===== src/sv/psd_pkg.sv =====
// Shared types, constants and the control program for the prime signature distance block.
// Depends on nothing; the top level and its testbench import it.
`timescale 1ns / 1ps

package psd_pkg;

	// Fixed field widths and saturation limits of the result fields.
	localparam int IN_BITS    = 20;
	localparam int COUNT_BITS = 5;
	localparam int DIST_BITS  = 6;
	localparam int COUNT_MAX  = 31;
	localparam int DIST_MAX   = 63;

	// Program counter of the sequencer.
	localparam int STEP_BITS = 4;
	typedef logic [STEP_BITS-1:0] step_t;

	// Named steps of the control program.
	localparam step_t STEP_IDLE   = 4'd0;
	localparam step_t STEP_CHECK  = 4'd1;
	localparam step_t STEP_SQUARE = 4'd2;
	localparam step_t STEP_TEST   = 4'd3;
	localparam step_t STEP_DIVGO  = 4'd4;
	localparam step_t STEP_DIVWT  = 4'd5;
	localparam step_t STEP_UPDATE = 4'd6;
	localparam step_t STEP_ACCUM  = 4'd7;
	localparam step_t STEP_EMIT   = 4'd8;

	// Datapath action carried by one control word.
	typedef enum logic [2:0] {
		OP_NOP,
		OP_LOAD,
		OP_INIT,
		OP_SQUARE,
		OP_DIV_GO,
		OP_UPDATE,
		OP_ACCUM,
		OP_EMIT
	} op_t;

	// Jump condition carried by one control word.
	typedef enum logic [2:0] {
		C_NEVER,
		C_ALWAYS,
		C_NO_START,
		C_ZERO,
		C_SQ_ABOVE,
		C_DIV_BUSY,
		C_DIVIDED
	} cond_t;

	typedef struct packed {
		op_t   op;
		cond_t cond;
		step_t target;
	} ucode_t;

	// Read-only control program: jump to target when the condition holds, else fall through.
	function automatic ucode_t ucode_fetch(input step_t step);
		ucode_t w;
		unique case (step)
			STEP_IDLE:   w = '{OP_LOAD,   C_NO_START, STEP_IDLE};
			STEP_CHECK:  w = '{OP_INIT,   C_ZERO,     STEP_EMIT};
			STEP_SQUARE: w = '{OP_SQUARE, C_NEVER,    STEP_IDLE};
			STEP_TEST:   w = '{OP_NOP,    C_SQ_ABOVE, STEP_EMIT};
			STEP_DIVGO:  w = '{OP_DIV_GO, C_NEVER,    STEP_IDLE};
			STEP_DIVWT:  w = '{OP_NOP,    C_DIV_BUSY, STEP_DIVWT};
			STEP_UPDATE: w = '{OP_UPDATE, C_DIVIDED,  STEP_DIVGO};
			STEP_ACCUM:  w = '{OP_ACCUM,  C_ALWAYS,   STEP_SQUARE};
			STEP_EMIT:   w = '{OP_EMIT,   C_ALWAYS,   STEP_IDLE};
			default:     w = '{OP_NOP,    C_ALWAYS,   STEP_IDLE};
		endcase
		return w;
	endfunction

endpackage


===== src/sv/psd_div.sv =====
// Bit-serial restoring divider, one quotient bit per cycle.
// Depends on no package types; used twice by the top level.
`timescale 1ns / 1ps

module psd_div #(
	parameter int W = 20
) (
	input  logic         clk,
	input  logic         arst_n,
	input  logic         start,
	input  logic [W-1:0] dividend,
	input  logic [W-1:0] divisor,
	output logic         busy,
	output logic [W-1:0] quotient,
	output logic [W-1:0] remainder
);
	localparam int CNTW = $clog2(W + 1);

	logic [CNTW-1:0] cnt_q;
	logic [W-1:0]    rem_q;
	logic [W-1:0]    quo_q;
	logic [W:0]      trial;
	logic [W:0]      diff;

	// Shift the next dividend bit into the partial remainder and try a subtract.
	assign trial = {rem_q, quo_q[W-1]};
	assign diff  = trial - {1'b0, divisor};
	assign busy  = (cnt_q != '0);

	// Bit counter.
	always_ff @(posedge clk or negedge arst_n) begin
		if (!arst_n) begin
			cnt_q <= '0;
		end else if (start) begin
			cnt_q <= CNTW'(W);
		end else if (busy) begin
			cnt_q <= cnt_q - 1'b1;
		end
	end

	// Remainder and quotient shift registers.
	always_ff @(posedge clk) begin
		if (start) begin
			rem_q <= '0;
			quo_q <= dividend;
		end else if (busy) begin
			if (trial >= {1'b0, divisor}) begin
				rem_q <= diff[W-1:0];
				quo_q <= {quo_q[W-2:0], 1'b1};
			end else begin
				rem_q <= trial[W-1:0];
				quo_q <= {quo_q[W-2:0], 1'b0};
			end
		end
	end

	assign quotient  = quo_q;
	assign remainder = rem_q;

endmodule


===== src/sv/prime_signature_distance.sv =====
// Top level of the prime signature distance block: sequencer, datapath and result register.
// Depends on psd_pkg and psd_div.
`timescale 1ns / 1ps

// Factors two operands by trial division and reports the number of distinct primes dividing
// either one and the sum of their absolute exponent differences. A transfer in happens when
// start is high and busy is low; the result appears in the cycle after the emit step, held
// for exactly one cycle with done high, and the receiver cannot stall it. A zero operand
// finishes with bad_input set. Otherwise each trial divisor (2, then odd values up to the
// square root of the larger remaining cofactor) goes through the pair of bit-serial
// dividers, run side by side on both cofactors, and again for every prime factor removed.
module prime_signature_distance #(
	parameter int VALUE_BITS = 20
) (
	input  logic                                   clk,
	input  logic                                   arst_n,
	input  logic                                   start,
	output logic                                   busy,
	input  logic [psd_pkg::IN_BITS-1:0]            first_value,
	input  logic [psd_pkg::IN_BITS-1:0]            second_value,
	output logic                                   done,
	output logic [psd_pkg::COUNT_BITS-1:0]         prime_count,
	output logic [psd_pkg::DIST_BITS-1:0]          exponent_distance,
	output logic                                   bad_input
);
	import psd_pkg::*;

	localparam int W  = VALUE_BITS;
	localparam int DW = (W + 1) / 2 + 1;
	localparam int EW = $clog2(W + 1);
	localparam int AW = $clog2(2 * W + 2);

	step_t              step_q;
	step_t              step_d;
	ucode_t             cw;
	logic               cond_hit;
	logic               accept;

	logic [W-1:0]       ra_q;
	logic [W-1:0]       rb_q;
	logic [W-1:0]       max_ab;
	logic [DW-1:0]      d_q;
	logic [2*DW-1:0]    sq_q;
	logic [EW-1:0]      ea_q;
	logic [EW-1:0]      eb_q;
	logic [EW-1:0]      e_diff;
	logic [AW-1:0]      count_q;
	logic [AW-1:0]      dist_q;
	logic [AW-1:0]      count_fin;
	logic [AW-1:0]      dist_fin;
	logic               any_zero;
	logic               a_left;
	logic               b_left;

	logic               div_go;
	logic               div_busy_a;
	logic               div_busy_b;
	logic [W-1:0]       quo_a;
	logic [W-1:0]       quo_b;
	logic [W-1:0]       rem_a;
	logic [W-1:0]       rem_b;
	logic               a_divides;
	logic               b_divides;

	logic               done_q;
	logic [COUNT_BITS-1:0] prime_count_q;
	logic [DIST_BITS-1:0]  exponent_distance_q;
	logic               bad_input_q;

	// Control word fetch and handshake.
	assign cw     = ucode_fetch(step_q);
	assign busy   = (step_q != STEP_IDLE);
	assign accept = start && !busy;
	assign div_go = (cw.op == OP_DIV_GO);

	// Datapath status used by the jump conditions.
	assign max_ab    = (ra_q > rb_q) ? ra_q : rb_q;
	assign any_zero  = (ra_q == '0) || (rb_q == '0);
	assign a_divides = (rem_a == '0);
	assign b_divides = (rem_b == '0);

	// Two dividers test the same trial divisor against both cofactors.
	psd_div #(.W(W)) u_div_a (
		.clk       (clk),
		.arst_n    (arst_n),
		.start     (div_go),
		.dividend  (ra_q),
		.divisor   (W'(d_q)),
		.busy      (div_busy_a),
		.quotient  (quo_a),
		.remainder (rem_a)
	);

	psd_div #(.W(W)) u_div_b (
		.clk       (clk),
		.arst_n    (arst_n),
		.start     (div_go),
		.dividend  (rb_q),
		.divisor   (W'(d_q)),
		.busy      (div_busy_b),
		.quotient  (quo_b),
		.remainder (rem_b)
	);

	// Jump condition select.
	always_comb begin
		unique case (cw.cond)
			C_NEVER:    cond_hit = 1'b0;
			C_ALWAYS:   cond_hit = 1'b1;
			C_NO_START: cond_hit = !start;
			C_ZERO:     cond_hit = any_zero;
			C_SQ_ABOVE: cond_hit = (sq_q > (2*DW)'(max_ab));
			C_DIV_BUSY: cond_hit = div_busy_a || div_busy_b;
			C_DIVIDED:  cond_hit = a_divides || b_divides;
			default:    cond_hit = 1'b1;
		endcase
	end

	// Next step: jump on a hit, else fall through to the following word.
	always_comb begin
		step_d = cond_hit ? cw.target : step_q + 1'b1;
	end

	// Exponent difference for the current trial divisor.
	assign e_diff = (ea_q > eb_q) ? (ea_q - eb_q) : (eb_q - ea_q);

	// Leftover cofactors above one are primes of exponent one; equal ones cancel.
	always_comb begin
		a_left    = (ra_q > W'(1));
		b_left    = (rb_q > W'(1));
		count_fin = count_q;
		dist_fin  = dist_q;
		if (a_left && b_left && (ra_q == rb_q)) begin
			count_fin = count_q + 1'b1;
		end else begin
			count_fin = count_q + AW'(a_left) + AW'(b_left);
			dist_fin  = dist_q + AW'(a_left) + AW'(b_left);
		end
	end

	// Step counter and result strobe.
	always_ff @(posedge clk or negedge arst_n) begin
		if (!arst_n) begin
			step_q <= STEP_IDLE;
			done_q <= 1'b0;
		end else begin
			step_q <= step_d;
			done_q <= (cw.op == OP_EMIT);
		end
	end

	// Datapath registers driven by the current control word.
	always_ff @(posedge clk) begin
		unique case (cw.op)
			OP_LOAD: begin
				if (accept) begin
					ra_q    <= W'(first_value);
					rb_q    <= W'(second_value);
					count_q <= '0;
					dist_q  <= '0;
				end
			end
			OP_INIT: begin
				d_q <= DW'(2);
			end
			OP_SQUARE: begin
				sq_q <= (2*DW)'(d_q) * (2*DW)'(d_q);
				ea_q <= '0;
				eb_q <= '0;
			end
			OP_UPDATE: begin
				if (a_divides) begin
					ra_q <= quo_a;
					ea_q <= ea_q + 1'b1;
				end
				if (b_divides) begin
					rb_q <= quo_b;
					eb_q <= eb_q + 1'b1;
				end
			end
			OP_ACCUM: begin
				if ((ea_q != '0) || (eb_q != '0)) begin
					count_q <= count_q + 1'b1;
					dist_q  <= dist_q + AW'(e_diff);
				end
				d_q <= (d_q == DW'(2)) ? DW'(3) : d_q + DW'(2);
			end
			OP_EMIT: begin
				if (any_zero) begin
					prime_count_q       <= '0;
					exponent_distance_q <= '0;
					bad_input_q         <= 1'b1;
				end else begin
					prime_count_q <= (32'(count_fin) > 32'(COUNT_MAX))
						? COUNT_BITS'(COUNT_MAX) : COUNT_BITS'(count_fin);
					exponent_distance_q <= (32'(dist_fin) > 32'(DIST_MAX))
						? DIST_BITS'(DIST_MAX) : DIST_BITS'(dist_fin);
					bad_input_q <= 1'b0;
				end
			end
			default: begin
			end
		endcase
	end

	assign done              = done_q;
	assign prime_count       = prime_count_q;
	assign exponent_distance = exponent_distance_q;
	assign bad_input         = bad_input_q;

`ifndef SYNTHESIS
	// A result is shown for a single cycle only.
	a_done_single: assert property (@(posedge clk) disable iff (!arst_n)
		done |=> !done)
		else $error("done held for more than one cycle");

	// An accepted transfer always makes the block busy.
	a_accept_busy: assert property (@(posedge clk) disable iff (!arst_n)
		(start && !busy) |=> busy)
		else $error("transfer accepted but block not busy");

	// Dividers are never restarted while still working.
	a_div_idle: assert property (@(posedge clk) disable iff (!arst_n)
		div_go |-> (!div_busy_a && !div_busy_b))
		else $error("divider restarted while busy");

	// The step counter stays inside the program.
	a_step_range: assert property (@(posedge clk) disable iff (!arst_n)
		step_q <= STEP_EMIT)
		else $error("step counter outside the program");
`endif

endmodule


===== config.mk =====
export PLATFORM = sky130hd
export DESIGN_NAME = prime_signature_distance
export DESIGN_NICKNAME = d
export VERILOG_FILES = /design/src/sv/psd_pkg.sv /design/src/sv/psd_div.sv /design/src/sv/prime_signature_distance.sv
export SDC_FILE = /design/constraint.sdc
export NUM_CORES = 1
export LEC_CHECK = 0
export ABC_AREA = 1
export BUFFER_PORTS_ARGS = -buffer_cell sky130_fd_sc_hd__buf_4
export CAP_MARGIN = 20
export CELL_PAD_IN_SITES_DETAIL_PLACEMENT = 0
export CELL_PAD_IN_SITES_GLOBAL_PLACEMENT = 1
export CORE_MARGIN = 1
export CORE_UTILIZATION = 45
export CTS_CLUSTER_DIAMETER = 100
export DETAILED_ROUTE_END_ITERATION = 6
export PLACE_DENSITY_LB_ADDON = 0.1
export SYNTH_ARGS = -nofsm -noshare
export SYNTH_HDL_FRONTEND = slang
export SYNTH_SLANG_ARGS = --single-unit

===== constraint.sdc =====
create_clock -name clk -period 5.6 [get_ports clk]
set_input_delay 1.4 -clock clk [delete_from_list [all_inputs] [get_ports clk]]
set_output_delay 1.4 -clock clk [all_outputs]
set_load 0.005 [all_outputs]

==> impl_metrics.yaml <==
drt:
  wire_per_inst_um: 15.5
  vias_per_cell: 5.07
  ant_nets: 0
  first_pass_iters: 6
  drt_iter0_drc: 650
  vias: 12100
  routed_wl_mm: 36.9
  drc: 0
sta:
  rsz0062_at_grt: "false"
  finalSetupViolCount: 0
  slew_violations: 0
  slew_headroom_pct: 34.4
  worst_pin_slew_ns: 0.982
  fmax_mhz: 193
  setup_tns_ns: 0
  period_minus_slack_ns: 5.19
  clock_skew_ns: 0.0214
  hold_viol: 0
  min_period_over_period_pct: 92.6
cells_and_area:
  diodes: 0
  drive_gt1_share_pct: 9.23
  mostFrequentLayoutCell: "nand2_1"
  n_fill_cell: 3269
  area_delta_synth_final_pct: 11.2
  fin_nets: 2175
  layout_common_cells: "nand2_1, inv_1, edfxtp_1"
yosys:
  syn_inst: 1866
  postSynthAreaPerCell_um2: 8.39
  synth.distinct_cells: 58
  yosys_most_used_dff: "edfxtp_1"
  synth_top_area_share_pct: 28.0
  syn_area_mm2: 0.0157
  synth_top_cell_by_area: "edfxtp_1"
  yosysWarnings: 0
  syn_nets: 2121
  async_flop_share_pct: 7.46
  ys_ff_latch: 201
  ys_top_cells_by_area: "edfxtp_1, ha_1, nand2_1"
  synth-edff-count: 146
  synth-seq-area-share_pct: 35.5
grt:
  grt_overflow_total: 0
  grt_max_degree: 95
  grt_pass1_wl_mm: 61.8
  antenna_found_initial: 0
  grt_pass1_vias: 12200
  grt.total_usage_pct: 21.4
cts:
  clockBufferDepth: 3
  cts_sinks: 201
  path_clk_slew_ns: 0.05
  tritoncts: "yes"
  post_cts_resized: 0
  cts-root-buf: "clkbuf_16"
  clock_latency_ns: 0.54
  htree_levels: 1
  post_cts_buffers: 0
  ctsHoldBuffers: 0
  cts_buffers: 26
critical_path:
  cp.required_ns: 5.87
  crit_arrival_ns: 5.45
  slowest_stage: "fa_1"
  cp-start-kind: "register"
  endpoint_kind: "register"
  worstPathMaxFanout: 7
  cp_slowest_stage_delay_ns: 0.54
  crit_type: "register to register"
  crit_top_cell: "fa_1"
  path_cells: "buf_4 > fa_1 > inv_1 > fa_1 > fa_1 > fa_1 > inv_1 > fa_1 > ha_1 > a21oi_1 > nor2_1 > a211oi_1 > nand3_1 > a21oi_1 > o21ai_0 > xor2_1"
floorplan:
  core_area_mm2: 0.0339
  start_util_pct: 46.3
  fp.dieH_um: 189
  die_area_mm2: 0.0356
  rows: 67
  pin_count: 57
  dieWidth_um: 189
run_status:
  status: "finished, final reports clean"
worst_hold_path:
  hp-class: "register to register"
placed_design:
  finalWeightedCongestion: 0.851
  post-dp-hpwl_mm: 28.3
  port_buffers: 56
job:
  maxCapViolCount: 0
-- through the flow --
| stage | cells | utilization, % | hold slack [ns] | instance area, um2 | setup WS (ns) |
|---|---|---|---|---|---|
| 6_report | 2387 | 51.4 | 0.471 | 17400 | 0.413 |
| 3_3_place_gp | 2339 | 48.9 | 0.465 | 16600 | 0.478 |
| 5_1_grt | 2387 | 51.4 | 0.507 | 17400 | 0.150 |
| 2_1_floorplan | 1866 | - | 0.444 | 15700 | 0.439 |
| 3_5_place_dp | 2339 | 48.9 | 0.460 | 16600 | 0.408 |
| 4_1_cts | 2386 | 51.4 | 0.477 | 17400 | 0.392 |
-- sequential cells by signal, indices dropped and copies added (netlist names) --
name / count
ra_q: 20
rb_q: 20
sq_q: 21
u_div_b.cnt_q: 5
u_div_a.quotient: 20
u_div_b.remainder: 20
prime_count: 5
done: 1
dist_q: 6
u_div_a.remainder: 20
eb_q: 5
step_q: 4
ea_q: 5
u_div_b.quotient: 20
count_q: 6
d_q: 11
u_div_a.cnt_q: 5
bad_input: 1
exponent_distance: 6
-- Yosys cell counts (all sizes together), types with 35 or more instances --
cell type  number
nand2         383
inv           325
o21ai         179
edfxtp        146
ha            142
nor2          136
a21oi         104
fa             70
nand3          64
xor2           45
dfxtp          40
nor3           35
-- worst max-delay path: cells and delay by family, from the launching register on --
family	cells	cell delay [ns]
AOI/OAI and AO/OA	4	0.79
and+or+nand+nor	2	0.24
adders and majority gates	6	2.91
buffers and inverters	3	0.32
xor gates and xnor gates	1	0.16
DFF	1	0.50
-- routing by layer --
layer | share of wire (%) | track usage, %
met1 | 49 | 30.1
met2 | 46 | 35.6
met3 | 3.2 | 2.12
met4 | 2.0 | 4.53
met5 | 0 | 0
-- cell families after synthesis --
group | after synthesis | share of synthesized area, %
AOI/OAI and AO/OA | 335 | 11.8
xor gates and xnor gates | 71 | 3.97
adders and majority gates | 212 | 20.3
buffers and inverters | 376 | 9.49
DFF | 201 | 35.5
muxes | 4 | 0.264
and+or+nand+nor | 667 | 18.7
-- path summary, 6_finish.rpt --
path | cells past startpoint | slack [ns] | start | to
hold reg to reg | 2 | 0.47 | u_div_b.cnt_q[1]$_DFFE_PN0P_ | u_div_b.cnt_q[1]$_DFFE_PN0P_
hold / removal | 2 | 0.47 | u_div_b.cnt_q[1]$_DFFE_PN0P_ | u_div_b.cnt_q[1]$_DFFE_PN0P_
setup / recovery | 16 | 0.41 | d_q[5]$_SDFFCE_PP0P_ | sq_q[19]$_DFFE_PP_
max in group asynchronous | 1 | 4.70 | arst_n | u_div_b.cnt_q[0]$_DFFE_PN0P_
min in group asynchronous | 1 | 0.70 | arst_n | done$_DFF_PN0_
setup reg to reg | 16 | 0.41 | d_q[5]$_SDFFCE_PP0P_ | sq_q[19]$_DFFE_PP_
-- layout make-up --
cell class / count / area [um2] / area share, %
timing repair buffer: 77 / 582 / 3.34
tap: 448 / 561 / 3.22
multi-input combinational: 1289 / 8650 / 49.6
clock inverter: 16 / 168 / 0.962
clock buffer: 31 / 679 / 3.90
inverter: 325 / 1220 / 7.03
sequential: 201 / 5560 / 31.9
Power is left out: the tool's default activity adds up to more than one toggle a clock period on the data nets, which glitch-free logic cannot reach.
